<file path="config.mk">
export PLATFORM = sky130hd
export DESIGN_NAME = ftsl_ctrl
export DESIGN_NICKNAME = d
export VERILOG_FILES = /design/src/hdl/flow_tuple_session_lookup_defines.svh /design/src/hdl/ftsl_pkg.sv /design/src/hdl/ftsl_ctrl.sv
export SDC_FILE = /design/constraint.sdc
export NUM_CORES = 1
export LEC_CHECK = 0
export CORE_AREA = 2 2 39 41
export CTS_CLUSTER_SIZE = 10
export DETAILED_ROUTE_END_ITERATION = 10
export DIE_AREA = 0 0 41 43
export DONT_BUFFER_PORTS = 1
export GPL_ROUTABILITY_DRIVEN = 1
export PLACE_DENSITY = 0.49
export SLEW_MARGIN = 0
export SYNTH_ARGS = -nofsm -noshare
export SYNTH_HDL_FRONTEND = slang
export SYNTH_SLANG_ARGS = --single-unit
</file>
<file path="constraint.sdc">
create_clock -name clk_i -period 3.1 [get_ports clk_i]
set_input_delay 0.62 -clock clk_i [delete_from_list [all_inputs] [get_ports clk_i]]
set_output_delay 0.62 -clock clk_i [all_outputs]
set_load 0.005 [all_outputs]
</file>
<file path="src/hdl/flow_tuple_session_lookup_defines.svh">
// assertion macros shared by the session lookup block
`ifndef FLOW_TUPLE_SESSION_LOOKUP_DEFINES_SVH
`define FLOW_TUPLE_SESSION_LOOKUP_DEFINES_SVH

`ifndef SYNTH
`define FTSL_ASSERT(lbl, prop, msg) \
  lbl: assert property (@(posedge clk_i) disable iff (!rst_ni) (prop)) else $error(msg);
`define FTSL_ASSERT_NEVER(lbl, cond, msg) \
  lbl: assert property (@(posedge clk_i) disable iff (!rst_ni) !(cond)) else $error(msg);
`else
`define FTSL_ASSERT(lbl, prop, msg)
`define FTSL_ASSERT_NEVER(lbl, cond, msg)
`endif

`endif

</file>
<file path="src/hdl/ftsl_pkg.sv">
package ftsl_pkg;

  localparam int unsigned TABLE_DEPTH_DEF = 1024;
  localparam int unsigned APB_AW          = 5;

  // opcodes in the input tuser
  localparam logic [1:0] OP_APPEND = 2'd0;
  localparam logic [1:0] OP_LOOKUP = 2'd1;
  localparam logic [1:0] OP_CLEAR  = 2'd2;

  // result status in the output tuser
  localparam logic [1:0] ST_OK   = 2'd0;
  localparam logic [1:0] ST_MISS = 2'd1;
  localparam logic [1:0] ST_FULL = 2'd2;

  // register indexes (byte address / 4)
  localparam logic [2:0] REG_MODE     = 3'd0;
  localparam logic [2:0] REG_SIP_BASE = 3'd1;
  localparam logic [2:0] REG_DIP_BASE = 3'd2;
  localparam logic [2:0] REG_PORTS    = 3'd3;
  localparam logic [2:0] REG_SIP_CNT  = 3'd4;
  localparam logic [2:0] REG_DIP_CNT  = 3'd5;
  localparam logic [2:0] REG_SP_CNT   = 3'd6;
  localparam logic [2:0] REG_DP_CNT   = 3'd7;

  typedef enum logic [3:0] {
    S_IDLE,
    S_DECODE,
    S_DIR_R3,
    S_DIR_SP,
    S_DIR_DP,
    S_DIR_DI,
    S_DIR_SUM,
    S_SEARCH,
    S_FINISH
  } ftsl_state_e;

  // operand pairs of the shared multiplier
  typedef enum logic [2:0] {
    MS_R2,
    MS_R3,
    MS_SP,
    MS_DP,
    MS_DI
  } ftsl_mul_e;

  typedef enum logic [1:0] {
    RS_ZERO,
    RS_COUNT,
    RS_ACC,
    RS_HIT
  } ftsl_res_e;

  typedef struct packed {
    logic        shuffled;
    logic [31:0] src_ip_base;
    logic [31:0] dst_ip_base;
    logic [31:0] port_bases;
    logic [15:0] src_ip_count;
    logic [15:0] dst_ip_count;
    logic [15:0] src_port_count;
    logic [15:0] dst_port_count;
  } ftsl_cfg_t;

  typedef struct packed {
    logic       latch;
    logic       mul_en;
    ftsl_mul_e  mul_sel;
    logic       r2_load;
    logic       acc_init;
    logic       acc_add;
    logic       append_wr;
    logic       clear;
    logic       search_start;
    logic       search_run;
    logic       res_load;
    logic [1:0] res_status;
    ftsl_res_e  res_sel;
    logic       out_load;
  } ftsl_cmd_t;

  typedef struct packed {
    logic [1:0] op;
    logic       shuffled;
    logic       full;
    logic       range_ok;
    logic       hit;
    logic       search_end;
    logic       out_free;
  } ftsl_sts_t;

endpackage

</file>
<file path="src/hdl/ftsl_ctrl.sv">
module ftsl_ctrl import ftsl_pkg::*; (
  input  logic      clk_i,
  input  logic      rst_ni,
  input  logic      in_valid_i,
  output logic      in_ready_o,
  input  ftsl_sts_t sts_i,
  output ftsl_cmd_t cmd_o
);

  ftsl_state_e state_q, state_d;

  always_ff @(posedge clk_i or negedge rst_ni) begin
    if (!rst_ni) begin
      state_q <= S_IDLE;
    end else begin
      state_q <= state_d;
    end
  end

  // next state
  always_comb begin
    state_d = state_q;
    unique case (state_q)
      S_IDLE: begin
        if (in_valid_i) state_d = S_DECODE;
      end
      S_DECODE: begin
        unique case (sts_i.op)
          OP_LOOKUP: state_d = sts_i.shuffled ? S_SEARCH : S_DIR_R3;
          default:   state_d = S_FINISH;
        endcase
      end
      S_DIR_R3: begin
        state_d = sts_i.range_ok ? S_DIR_SP : S_FINISH;
      end
      S_DIR_SP:  state_d = S_DIR_DP;
      S_DIR_DP:  state_d = S_DIR_DI;
      S_DIR_DI:  state_d = S_DIR_SUM;
      S_DIR_SUM: state_d = S_FINISH;
      S_SEARCH: begin
        if (sts_i.hit || sts_i.search_end) state_d = S_FINISH;
      end
      S_FINISH: begin
        if (sts_i.out_free) state_d = S_IDLE;
      end
      default: state_d = S_IDLE;
    endcase
  end

  // outputs
  always_comb begin
    cmd_o            = '0;
    cmd_o.mul_sel    = MS_R2;
    cmd_o.res_sel    = RS_ZERO;
    cmd_o.res_status = ST_OK;
    in_ready_o       = 1'b0;
    unique case (state_q)
      S_IDLE: begin
        in_ready_o  = 1'b1;
        cmd_o.latch = in_valid_i;
      end
      S_DECODE: begin
        unique case (sts_i.op)
          OP_APPEND: begin
            cmd_o.res_load = 1'b1;
            if (sts_i.full) begin
              cmd_o.res_status = ST_FULL;
            end else begin
              cmd_o.append_wr = 1'b1;
              cmd_o.res_sel   = RS_COUNT;
            end
          end
          OP_LOOKUP: begin
            if (sts_i.shuffled) begin
              cmd_o.search_start = 1'b1;
            end else begin
              cmd_o.mul_en  = 1'b1;
              cmd_o.mul_sel = MS_R2;
            end
          end
          OP_CLEAR: begin
            cmd_o.clear    = 1'b1;
            cmd_o.res_load = 1'b1;
          end
          default: begin
            cmd_o.res_load   = 1'b1;
            cmd_o.res_status = ST_MISS;
          end
        endcase
      end
      S_DIR_R3: begin
        if (sts_i.range_ok) begin
          cmd_o.r2_load = 1'b1;
          cmd_o.mul_en  = 1'b1;
          cmd_o.mul_sel = MS_R3;
        end else begin
          cmd_o.res_load   = 1'b1;
          cmd_o.res_status = ST_MISS;
        end
      end
      S_DIR_SP: begin
        cmd_o.mul_en   = 1'b1;
        cmd_o.mul_sel  = MS_SP;
        cmd_o.acc_init = 1'b1;
      end
      S_DIR_DP: begin
        cmd_o.mul_en  = 1'b1;
        cmd_o.mul_sel = MS_DP;
        cmd_o.acc_add = 1'b1;
      end
      S_DIR_DI: begin
        cmd_o.mul_en  = 1'b1;
        cmd_o.mul_sel = MS_DI;
        cmd_o.acc_add = 1'b1;
      end
      S_DIR_SUM: begin
        cmd_o.res_load = 1'b1;
        cmd_o.res_sel  = RS_ACC;
      end
      S_SEARCH: begin
        cmd_o.search_run = 1'b1;
        if (sts_i.hit) begin
          cmd_o.res_load = 1'b1;
          cmd_o.res_sel  = RS_HIT;
        end else if (sts_i.search_end) begin
          cmd_o.res_load   = 1'b1;
          cmd_o.res_status = ST_MISS;
        end
      end
      S_FINISH: begin
        cmd_o.out_load = sts_i.out_free;
      end
      default: begin
      end
    endcase
  end

endmodule

</file>
==> metrics.cfg <==
[cells_and_area]
drive_above_1_share_pct = 9.38
top_register = state_q
final_area_um2 = 493
multiInputGateArea_um2 = 339
register_area_um2 = 100
area_growth_pct = 3.96
antenna_cells_inserted = 0
largest_reg_flops = 4
largestRegisters = state_q x4
fin_nets = 77
fillers = 155

[synthesis]
async_reset_ff_share_pct = 100
synth_edf_count = 0
synth_compound_area_share_pct = 20.3
synth_area_per_cell_um2 = 7.18
yosysUniqueCellTypes = 31
synth_fa_ha_area_share_pct = 0
yosys_warnings = 0
synth_xor_area_share_pct = 0
netlist_area_um2 = 474
ys_seq_area_share_pct = 21.1
synth_top_flop_cell = dfrtp_1
netlist_instances = 66
syn_nets = 77
synthSimpleGateAreaFrac_pct = 51.2
ys_ff_latch = 4
synthMuxAreaShare_pct = 0
synth_top_family_by_area = simple AND/OR/NAND/NOR gates

[route]
drc = 0
via_per_inst = 5.91
vias = 473
ant_nets = 0
wire_per_inst_um = 14.4
drt_pass1_iterations = 4
drt_iter0_drc = 9
routed_wl_um = 1150

[timing]
fin_setup_tns_ns = 0
post-route-min-period_ns = 2.49
tightest_slew_ns = 0.443
post-route-period-util_pct = 80.2
whs_ns = 0.0845
slew_viol_final = 0
hold_viol = 0
fin_skew_ns = 0.00198
rsz0062_at_grt = no
maxSlewHeadroom_pct = 70.2
setup_viol = 0
max_freq_mhz = 402

[setup_path]
cp-end-kind = output pin
timing.rr.end = state_q[2]$_DFFE_PN0P_
cp-start-kind = flip-flop
reg2reg_depth = 4
cp.arrival_ns = 1.87
worstPathMaxFanout = 13
crit_type = reg2out
worstPathRequired_ns = 2.48
critical_path.max_stage_delay_ns = 0.71
crit_chain = or4b_1 -> nor4_2 -> a21o_1
critPathSlowestCell = or4b_1
rrSetupSlack_ns = 1.28
rr_startpoint = state_q[2]$_DFFE_PN0P_

[floorplanning]
initial_core_util_pct = 34.3
rows = 14
die_w_um = 41
ios = 30
fp.dieArea_mm2 = 0.00176
fp.coreArea_mm2 = 0.00138
dieHeight_um = 43

[place]
hpwl_um = 926
dpl_cell_area_um2 = 470
place_congestion = 0.763
portBuffers = 0

[outcome]
status = complete, no violations

[clocking]
cts_sinks = 4
cts.path.max_buffers = 2
clk_pin_slew_worst_paths_ns = 0.04
cts_tree = done
cts-root-buf = clkbuf_4
cts.htree.levels = 1
cts_resized = 0
clkLatencyLatePin_ns = 0.23
numCtsBuffers = 3
cts_hold_buf = 0
postCtsSetupBuffers = 0

[run]
drv_cap = 0

[grt]
antenna_found_initial = 0
gr-usage-all-layers_pct = 16.2
grt_first_pass_wirelength_um = 1970
grt-ovfl-total = 0
grt_pass1_vias = 454
grt_max_degree = 16

[power_and_ir_drop]
leakagePower_nw = 0.211
ir_drop_uv = 246
power_density_mw_per_mm2 = 836

[hold_path]
hold_path_class = in2async

## cell families after synthesis
| group | after synthesis |
|---|---|
| AND/OR/NAND/NOR | 41 |
| AO/OA/AOI/OAI | 13 |
| buffers and inverters | 8 |
| flip-flops | 4 |
## per-layer routing
layer  wire (um)  global-route usage, %  vias up
met4           0                   6.00        0
met5           0                      0        -
li1            -                      -      238
met2         602                   23.8       10
met3          29                   3.14        0
met1         522                   22.5      225
## synth_stat cells (all sizes together) (3+ instances only)
library cell / number / share of area (%)
inv: 3 / 2.4
and2: 3 / 4.0
nand2: 4 / 3.2
nand2b: 4 / 5.3
nor3: 6 / 6.3
nor2: 8 / 7.9
nor2b: 4 / 5.3
nor4: 4 / 6.6
clkbuf: 3 / 2.4
dfrtp: 4 / 21
## cells in the final DEF (no fill, tap or decap)
master,instances
a2bb2oi_1,1
o22ai_1,1
clkbuf_4,3
or4b_1,2
nor2_4,1
or2_1,1
nor3b_1,1
nor2_1,7
o221ai_1,1
inv_1,3
o21ai_0,1
a41oi_1,1
o211ai_1,1
or4_1,1
o31ai_2,1
and3_1,2
nor2b_1,4
a21o_1,2
nor3_1,6
nor4_1,3
nand2_1,4
nand2b_1,4
or3_1,1
dfrtp_1,4
a21oi_1,2
and2_1,3
a31oi_1,1
nor4_2,1
a22oi_1,1
## cell type report
cell class	instances	share of cell area, %
clock buffer	3	4.57
inverter	3	2.28
multi-input combinational	54	68.8
sequential	4	20.3
tap	16	4.06
## where the power goes
group / switching [mW] / leakage [nW] / internal, mW
Sequential: 0.0671 / 0.0522 / 0.0730
Combinational: 0.116 / 0.145 / 0.0934
Clock: 0.0197 / 0.0138 / 0.0432
Total: 0.202 / 0.211 / 0.210
## critical path, delay by kind of cell, from the launching register on
family          cells  cell delay [ns]
flops               1             0.50
compound gates      1             0.14
simple gates        2             0.99
## metrics by stage
stage	utilization, %	std cells	power [mW]	setup slack [ns]
finish	35.6	80	0.412	0.613
global placement	34.0	77	0.353	0.857
CTS	35.6	80	0.418	0.588
floorplan	-	66	0.325	1.11
detailed placement	34.0	77	0.352	0.843
global route	35.6	80	0.458	0.469
## worst max-delay path by stage
stage / startpoint / cells past startpoint / end
final: state_q[2]$_DFFE_PN0P_ / 3 / cmd_o[1]
after global routing: state_q[0]$_DFFE_PN0P_ / 3 / cmd_o[1]
after CTS: state_q[0]$_DFFE_PN0P_ / 3 / cmd_o[1]
after detailed placement: state_q[0]$_DFFE_PN0P_ / 3 / cmd_o[1]
after floorplan: state_q[1]$_DFFE_PN0P_ / 4 / cmd_o[16]
after global placement: state_q[0]$_DFFE_PN0P_ / 3 / cmd_o[1]
(Power assumes the default switching activity.)
